<file path="src/sha256_pkg.sv">
// ----------------------------------------------------------------------------
// sha256_pkg
// Shared types and constants for the SHA-256 digest block: word type, round
// constants, initial hash words and the control bundle to the round engine.
// ----------------------------------------------------------------------------
package sha256_pkg;

	localparam int unsigned BLK_WORDS  = 16;
	localparam int unsigned HASH_WORDS = 8;
	localparam int unsigned ROUNDS     = 64;

	typedef logic [31:0] word_t;

	// padding marker byte and the fill level that forces an extra block
	localparam logic [7:0] PAD_BYTE  = 8'h80;
	localparam logic [5:0] PAD_LIMIT = 6'd56;

	// index of the last byte slot and of the last digest word
	localparam logic [5:0] FILL_LAST = 6'd63;
	localparam logic [2:0] WORD_LAST = 3'd7;

	// round constants
	localparam word_t ROUND_K [ROUNDS] = '{
		32'h428a2f98, 32'h71374491, 32'hb5c0fbcf, 32'he9b5dba5,
		32'h3956c25b, 32'h59f111f1, 32'h923f82a4, 32'hab1c5ed5,
		32'hd807aa98, 32'h12835b01, 32'h243185be, 32'h550c7dc3,
		32'h72be5d74, 32'h80deb1fe, 32'h9bdc06a7, 32'hc19bf174,
		32'he49b69c1, 32'hefbe4786, 32'h0fc19dc6, 32'h240ca1cc,
		32'h2de92c6f, 32'h4a7484aa, 32'h5cb0a9dc, 32'h76f988da,
		32'h983e5152, 32'ha831c66d, 32'hb00327c8, 32'hbf597fc7,
		32'hc6e00bf3, 32'hd5a79147, 32'h06ca6351, 32'h14292967,
		32'h27b70a85, 32'h2e1b2138, 32'h4d2c6dfc, 32'h53380d13,
		32'h650a7354, 32'h766a0abb, 32'h81c2c92e, 32'h92722c85,
		32'ha2bfe8a1, 32'ha81a664b, 32'hc24b8b70, 32'hc76c51a3,
		32'hd192e819, 32'hd6990624, 32'hf40e3585, 32'h106aa070,
		32'h19a4c116, 32'h1e376c08, 32'h2748774c, 32'h34b0bcb5,
		32'h391c0cb3, 32'h4ed8aa4a, 32'h5b9cca4f, 32'h682e6ff3,
		32'h748f82ee, 32'h78a5636f, 32'h84c87814, 32'h8cc70208,
		32'h90befffa, 32'ha4506ceb, 32'hbef9a3f7, 32'hc67178f2
	};

	// initial chain value
	localparam word_t INIT_H [HASH_WORDS] = '{
		32'h6a09e667, 32'hbb67ae85, 32'h3c6ef372, 32'ha54ff53a,
		32'h510e527f, 32'h9b05688c, 32'h1f83d9ab, 32'h5be0cd19
	};

	// control from the sequencer to the round engine
	typedef struct packed {
		logic start; // load block and chain, begin 64 rounds
		logic init;  // return chain value to the initial hash words
	} core_ctrl_t;

endpackage

</file>
<file path="src/sha256_core.sv">
// ----------------------------------------------------------------------------
// sha256_core
// Round engine: one SHA-256 round per cycle with a rolling 16-word message
// schedule window; after the last round the result is folded into the chain.
// ----------------------------------------------------------------------------
module sha256_core
	import sha256_pkg::*;
(
	input  logic       clk,
	input  logic       arst_n,
	input  core_ctrl_t ctrl,
	input  word_t      blk   [BLK_WORDS],
	output word_t      chain [HASH_WORDS],
	output logic       done
);

	word_t      chain_q [HASH_WORDS];
	word_t      v_q     [HASH_WORDS];
	word_t      w_q     [BLK_WORDS];
	logic [5:0] rnd_q;
	logic       run_q;
	logic       fin_q;

	word_t big0, big1, choose, major, t1, t2, s0, s1, w_new;

	function automatic word_t rotr(input word_t x, input int unsigned n);
		rotr = (x >> n) | (x << (32 - n));
	endfunction

	// one compression round and the next schedule word
	always_comb begin
		big1   = rotr(v_q[4], 6) ^ rotr(v_q[4], 11) ^ rotr(v_q[4], 25);
		choose = (v_q[4] & v_q[5]) ^ (~v_q[4] & v_q[6]);
		big0   = rotr(v_q[0], 2) ^ rotr(v_q[0], 13) ^ rotr(v_q[0], 22);
		major  = (v_q[0] & v_q[1]) ^ (v_q[0] & v_q[2]) ^ (v_q[1] & v_q[2]);
		t1     = v_q[7] + big1 + choose + ROUND_K[rnd_q] + w_q[0];
		t2     = big0 + major;
		s0     = rotr(w_q[1], 7) ^ rotr(w_q[1], 18) ^ (w_q[1] >> 3);
		s1     = rotr(w_q[14], 17) ^ rotr(w_q[14], 19) ^ (w_q[14] >> 10);
		w_new  = s1 + w_q[9] + s0 + w_q[0];
	end

	// sequencing and chain value
	always_ff @(posedge clk or negedge arst_n) begin
		if (!arst_n) begin
			chain_q <= INIT_H;
			rnd_q   <= '0;
			run_q   <= 1'b0;
			fin_q   <= 1'b0;
		end else begin
			fin_q <= 1'b0;
			if (ctrl.init) begin
				chain_q <= INIT_H;
			end
			if (ctrl.start) begin
				rnd_q <= '0;
				run_q <= 1'b1;
			end else if (run_q) begin
				rnd_q <= rnd_q + 6'd1;
				if (rnd_q == 6'(ROUNDS - 1)) begin
					run_q <= 1'b0;
					fin_q <= 1'b1;
				end
			end
			if (fin_q) begin
				for (int i = 0; i < HASH_WORDS; i++) begin
					chain_q[i] <= chain_q[i] + v_q[i];
				end
			end
		end
	end

	// working variables and schedule window
	always_ff @(posedge clk) begin
		if (ctrl.start) begin
			v_q <= chain_q;
			w_q <= blk;
		end else if (run_q) begin
			v_q[7] <= v_q[6];
			v_q[6] <= v_q[5];
			v_q[5] <= v_q[4];
			v_q[4] <= v_q[3] + t1;
			v_q[3] <= v_q[2];
			v_q[2] <= v_q[1];
			v_q[1] <= v_q[0];
			v_q[0] <= t1 + t2;
			for (int i = 0; i < BLK_WORDS - 1; i++) begin
				w_q[i] <= w_q[i + 1];
			end
			w_q[BLK_WORDS - 1] <= w_new;
		end
	end

	assign chain = chain_q;
	assign done  = fin_q;

endmodule

</file>
<file path="src/sha256_message_digest.sv">
// ----------------------------------------------------------------------------
// sha256_message_digest
// SHA-256 over a byte stream: packs bytes into 64-byte blocks, pads the
// message, runs the round engine and streams out the eight digest words.
// ----------------------------------------------------------------------------
// Usage:
//   Input items carry one byte in s_tdata, s_tuser = 1 when the byte belongs
//   to the message, s_tlast = 1 on the final item. An item with s_tuser = 0
//   and s_tlast = 1 ends the message without a byte (empty message if first).
//   An item with neither flag is dropped.
//   A byte that neither completes a block nor ends the message leaves s_tready
//   high. The 64th byte of a block holds s_tready low through the load, 64
//   rounds of the single shared round unit and the fold into the chain value.
//   At message end the padded block is built and compressed; when 56 or more
//   bytes were left in the last block, a length-only block is compressed after it.
//   The digest then appears as eight output items, word 0 first; s_tready
//   stays low until all eight are taken. m_tready low simply holds the
//   current word. After the eighth word the block is back in its reset state.
//   Reset (arst_n low) loads the initial hash words and clears the byte and
//   bit counts; any message in progress is dropped.
// ----------------------------------------------------------------------------
module sha256_message_digest
	import sha256_pkg::*;
(
	input  logic        clk,
	input  logic        arst_n,
	input  logic        s_tvalid,
	output logic        s_tready,
	input  logic [7:0]  s_tdata,  // [7:0] msg_byte
	input  logic        s_tuser,  // byte_present
	input  logic        s_tlast,  // end_of_message
	output logic        m_tvalid,
	input  logic        m_tready,
	output logic [39:0] m_tdata,  // [31:0] digest_word, [34:32] word_index, rest zero
	output logic        m_tlast   // last_word
);

	typedef enum logic [5:0] {
		ST_IDLE = 6'b000001,
		ST_GO   = 6'b000010,
		ST_HASH = 6'b000100,
		ST_PAD  = 6'b001000,
		ST_LEN  = 6'b010000,
		ST_OUT  = 6'b100000
	} state_t;

	state_t      state_q, after_q;
	logic [5:0]  fill_q;
	logic [63:0] count_q;
	logic [2:0]  idx_q;
	word_t       buf_q [BLK_WORDS];

	word_t       byte_word;
	word_t       pad_blk [BLK_WORDS];
	word_t       len_blk [BLK_WORDS];
	word_t       chain   [HASH_WORDS];
	logic        core_done;
	core_ctrl_t  ctrl;
	logic        in_acc, byte_wr, out_acc;
	logic [1:0]  lane;
	logic [4:0]  shift;

	assign s_tready = (state_q == ST_IDLE);
	assign in_acc   = s_tvalid && s_tready;
	assign byte_wr  = in_acc && s_tuser;
	assign out_acc  = m_tvalid && m_tready;

	assign ctrl.start = (state_q == ST_GO);
	assign ctrl.init  = out_acc && (idx_q == WORD_LAST);

	// byte merge into its word, big-endian; first byte clears the word
	assign lane  = fill_q[1:0];
	assign shift = {~lane, 3'b000};
	always_comb begin
		byte_word = (lane == 2'd0) ? '0 : buf_q[fill_q[5:2]];
		byte_word[shift +: 8] = s_tdata;
	end

	// padded block: keep bytes below the fill, marker at it, zeros above; bit count in the last two words when fill < 56
	always_comb begin
		logic [5:0] pos;
		pos = '0;
		for (int w = 0; w < BLK_WORDS; w++) begin
			for (int b = 0; b < 4; b++) begin
				pos = 6'(w * 4 + b);
				if (pos < fill_q) begin
					pad_blk[w][(3 - b) * 8 +: 8] = buf_q[w][(3 - b) * 8 +: 8];
				end else if (pos == fill_q) begin
					pad_blk[w][(3 - b) * 8 +: 8] = PAD_BYTE;
				end else begin
					pad_blk[w][(3 - b) * 8 +: 8] = 8'h00;
				end
			end
		end
		if (fill_q < PAD_LIMIT) begin
			pad_blk[BLK_WORDS - 2] = count_q[63:32];
			pad_blk[BLK_WORDS - 1] = count_q[31:0];
		end
	end

	// extra length-only block
	always_comb begin
		for (int w = 0; w < BLK_WORDS; w++) begin
			len_blk[w] = '0;
		end
		len_blk[BLK_WORDS - 2] = count_q[63:32];
		len_blk[BLK_WORDS - 1] = count_q[31:0];
	end

	// message sequencer
	always_ff @(posedge clk or negedge arst_n) begin
		if (!arst_n) begin
			state_q <= ST_IDLE;
			after_q <= ST_IDLE;
			fill_q  <= '0;
			count_q <= '0;
			idx_q   <= '0;
		end else begin
			case (state_q)
				ST_IDLE: begin
					if (in_acc) begin
						if (s_tuser) begin
							count_q <= count_q + 64'd8;
							if (fill_q == FILL_LAST) begin
								fill_q  <= '0;
								state_q <= ST_GO;
								after_q <= s_tlast ? ST_PAD : ST_IDLE;
							end else begin
								fill_q <= fill_q + 6'd1;
								if (s_tlast) begin
									state_q <= ST_PAD;
								end
							end
						end else if (s_tlast) begin
							state_q <= ST_PAD;
						end
					end
				end
				ST_GO: begin
					state_q <= ST_HASH;
				end
				ST_HASH: begin
					if (core_done) begin
						state_q <= after_q;
					end
				end
				ST_PAD: begin
					state_q <= ST_GO;
					after_q <= (fill_q >= PAD_LIMIT) ? ST_LEN : ST_OUT;
				end
				ST_LEN: begin
					state_q <= ST_GO;
					after_q <= ST_OUT;
				end
				ST_OUT: begin
					if (out_acc) begin
						idx_q <= idx_q + 3'd1;
						if (idx_q == WORD_LAST) begin
							state_q <= ST_IDLE;
							fill_q  <= '0;
							count_q <= '0;
							idx_q   <= '0;
						end
					end
				end
				default: begin
					state_q <= ST_IDLE;
				end
			endcase
		end
	end

	// block buffer writes
	always_ff @(posedge clk) begin
		if (byte_wr) begin
			buf_q[fill_q[5:2]] <= byte_word;
		end else if (state_q == ST_PAD) begin
			buf_q <= pad_blk;
		end else if (state_q == ST_LEN) begin
			buf_q <= len_blk;
		end
	end

	sha256_core u_core (
		.clk    (clk),
		.arst_n (arst_n),
		.ctrl   (ctrl),
		.blk    (buf_q),
		.chain  (chain),
		.done   (core_done)
	);

	// digest output
	assign m_tvalid = (state_q == ST_OUT);
	assign m_tdata  = {5'b00000, idx_q, chain[idx_q]};
	assign m_tlast  = (idx_q == WORD_LAST);

endmodule

</file>
<file path="config.mk">
export PLATFORM = sky130hd
export DESIGN_NAME = sha256_message_digest
export DESIGN_NICKNAME = d
export VERILOG_FILES = /design/src/sha256_pkg.sv /design/src/sha256_core.sv /design/src/sha256_message_digest.sv
export SDC_FILE = /design/constraint.sdc
export NUM_CORES = 2
export LEC_CHECK = 0
export ABC_AREA = 1
export BUFFER_PORTS_ARGS = -buffer_cell sky130_fd_sc_hd__buf_2
export CORE_UTILIZATION = 35
export DETAILED_ROUTE_END_ITERATION = 8
export HOLD_SLACK_MARGIN = 0.15
export MAX_ROUTING_LAYER = met4
export PLACE_DENSITY_LB_ADDON = 0.2
export RECOVER_POWER = 50
export SYNTH_ARGS = -nofsm -noshare
export SYNTH_HDL_FRONTEND = slang
export SYNTH_SLANG_ARGS = --single-unit
</file>
<file path="constraint.sdc">
create_clock -name clk -period 56.7 [get_ports clk]
set_input_delay 2.835 -clock clk [delete_from_list [all_inputs] [get_ports clk]]
set_output_delay 2.835 -clock clk [all_outputs]
set_load 0.02 [all_outputs]
</file>
==> key figures <==
Synth
  • Syn_area_per_cell: 7.88 um2
  • Commonest cells in the netlist: nand2_1 (4663), inv_1 (1565), edfxtp_1 (1280), o21ai_0 (1109), nor2_1 (869)
  • Predominant post-synthesis flop cell: edfxtp_1
  • Number of synthesized register bits: 1624
  • Distinct cells, synth: 74
  • Yosys warning total: 0
  • Post-synth EDFFs: 1280
  • Sequential element share of the synthesized area: 43.2%
  • Top cell type's share of synthesized area: 35.1%
  • Most frequent cell after synthesis: nand2_1
  • Cell Area, Synth: 109000 um2
  • Largest area contributor in the netlist: edfxtp_1
  • Synth area leaders: edfxtp_1 (35%), nand2_1 (16%), inv_1 (5.4%), o21ai_0 (5.1%), dfrtp_1 (4.7%)
  • Post-Syn Instances: 13900
  • Asr flop ratio synth: 21.2%

Critical path
  • Crit path required time: 57.30 ns
  • Delay-heaviest family, CP: buffers and inverters
  • Worst path bufs/invs: 6
  • Crit-path slowest cell: clkbuf_1
  • CP Capture Type: flip-flop
  • Critical R2R Launch: state_q[3]
  • Crit path kind: flip-flop to flip-flop
  • Worst-path maximum fanout: 185
  • Crit path arrival time: 16.72 ns
  • Crit path largest cell delay: 5.55 ns
  • Reg-to-reg endpoint: u_core.w_q[150]
  • FF-to-FF path depth: 10
  • Setup crit start kind: flip-flop
  • Flop-to-flop setup slack: 40.58 ns
  • Worst path cell trace: nor2_1, inv_1, nor4_1, clkbuf_1, clkinvlp_2, clkbuf_1, clkbuf_1, clkbuf_1, nand2_1, o21ai_0
  • CP dominant cell by count: clkbuf_1

Routing
  • Vias post-DR: 98700
  • Wire length per cell: 27.2 um
  • DR DRC count: 0
  • Post-Route WL: 489000 um
  • TritonRoute pass-1 iters: 6
  • Detail Route Antenna Nets: 0
  • Via/cell ratio: 5.49
  • Initial DRC Count: 11300

Timing
  • Slew @ Worst Pin: 7.70 ns
  • Period minus WS final: 16.12 ns
  • Setup TNS: 0 ns
  • Period utilisation layout: 28.4%
  • Slew Limit Fails: 2837
  • RSZ-0062 raised after global routing: false
  • Final Setup Violations: 0
  • Final hold vios: 0
  • Slew margin rel.: -413%
  • Fmax: 0.0620 GHz
  • Worst Skew: 0.107 ns

Finish
  • Area of the multi-input gates: 53300 um2
  • Share of layout cells above drive strength 1: 4.99%
  • Area Growth Syn to Fin: 9.13%
  • Layout Nets: 14300
  • Storage cell area: 47200 um2
  • Fillers: 32500

Status
  • Failing checks: capacitance limit, slew limit
  • Outcome: complete, but fails checks

Global routing
  • Pin count of the biggest net entering global routing: 186
  • Number of global-route vias before repair: 92800
  • Total GRT Usage: 31.1%
  • Initial antenna violation count: 20
  • Total global routing overflow: 0
  • First-pass GRT wire length: 690000 um

Worst hold path
  • Worst hold stages: 2
  • Hold Startpoint: u_core.w_q[188]
  • Hold EP: u_core.w_q[220]
  • Hold Crit Class: flip-flop to flip-flop

Place
  • Input/output buffers: 51
  • DP Wirelength: 373000 um
  • GPL Wtd Cong: 1.03

Die
  • Top Ports: 57
  • FP Rows: 204
  • Die Wd: 561 um
  • Die area: 315000 um2
  • Die extent in y: 561 um
  • Starting Density: 35.3%
  • Core ar.: 310000 um2

Run
  • Max-cap violations: 61

CTS
  • Post-CTS Setup Inserts: 0
  • Total CTS buffers: 195
  • Htree depth: 4
  • Post-CTS sizing: 0
  • CTS tree: yes
  • Clock Path Buffers: 4
  • Sink Count: 1624
  • Hold-fix buffers, CTS: 0
  • Worst-Skew Late Latency: 0.94 ns
  • Worst-path clk slew: 0.06 ns
  • CTS root buffer: clkbuf_16
-- layout make-up --
type                       instances  share of cell area [%]
inverter                        1600                    5.05
timing repair buffer             203                    1.03
clock buffer                     250                    4.43
antenna                           15                  0.0314
multi-input combinational      10100                    44.7
sequential                      1624                    39.6
clock inverter                   103                   0.873
tap                             4120                    4.32
-- metal layers --
| layer | GRT usage, % | wire [um] |
|---|---|---|
| met1 | 39.9 | 203000 |
| met2 | 49.0 | 224000 |
| met3 | 4.26 | 35600 |
| met4 | 13.8 | 26500 |
| met5 | - | 0 |
-- worst reg2reg max path: cells and delay by family, from the launching register on --
family	cells	cell delay, ns
buffers and inverters	6	13.31
AOI/OAI and AO/OA	1	0.37
DFF	1	0.41
and+or+nand+nor	3	1.74
-- worst max path at each step --
stage | start | endpoint | cells past startpoint
3_3_place_gp | u_core.rnd_q[5] | u_core.v_q[249] | 31
4_1_cts | u_core.rnd_q[0] | u_core.v_q[248] | 35
5_1_grt | state_q[3] | u_core.w_q[150] | 10
6_report | state_q[3] | u_core.w_q[150] | 10
2_1_floorplan | state_q[0] | u_core.v_q[0] | 4
3_5_place_dp | u_core.rnd_q[0] | u_core.v_q[248] | 35
-- flip-flops by register name (all words and copies together), names as in the netlist --
name and cells:
idx_q 3, u_core.done 1, u_core.rnd_q 6, after_q 4, fill_q 6, u_core.w_q 512, state_q 6, u_core.run_q 1
buf_q 512, u_core.v_q 256, count_q 61, u_core.chain 256
-- cell usage in the layout (no fill, tap or decap), drive strengths merged, types with 24 or more instances in the layout --
master	n
o221ai	125
nor2	893
a21boi	29
dfrtp	206
a31oi	68
mux2i	24
clkbuf	301
clkinv	77
nand3	492
nand2	4675
dfstp	138
a22oi	148
xor2	240
a21oi	729
o21ai	1159
edfxtp	1280
o211ai	33
inv	1598
nand4	110
nor3	129
ha	402
xnor2	161
o21a	30
buf	152
fa	195
o21bai	75
a21o	63
o22ai	119
-- logic make-up after synthesis --
logic type,after synthesis,share of synthesized area (%)
and+or+nand+nor,6367,23.2
xor gates and xnor gates,401,3.21
AOI/OAI and AO/OA,2658,14.1
adders and majority gates,598,8.18
other,1,0.00343
muxes,24,0.220
buffers and inverters,2200,7.98
DFF,1624,43.2
-- metrics by stage --
stage	utilization, %	cell area [um2]	hold WS, ns	std cells	setup slack (ns)
2_1_floorplan	-	109000	0.462	13900	37.95
3_3_place_gp	36.6	113000	0.490	17600	47.29
3_5_place_dp	36.6	113000	0.486	17600	47.34
4_1_cts	38.7	120000	0.481	18000	47.20
5_1_grt	38.5	119000	0.514	18000	39.66
6_report	38.5	119000	0.475	18000	40.58
Power is not shown: default switching activity piles up to over one toggle a cycle in this logic, so the estimate is an artifact.
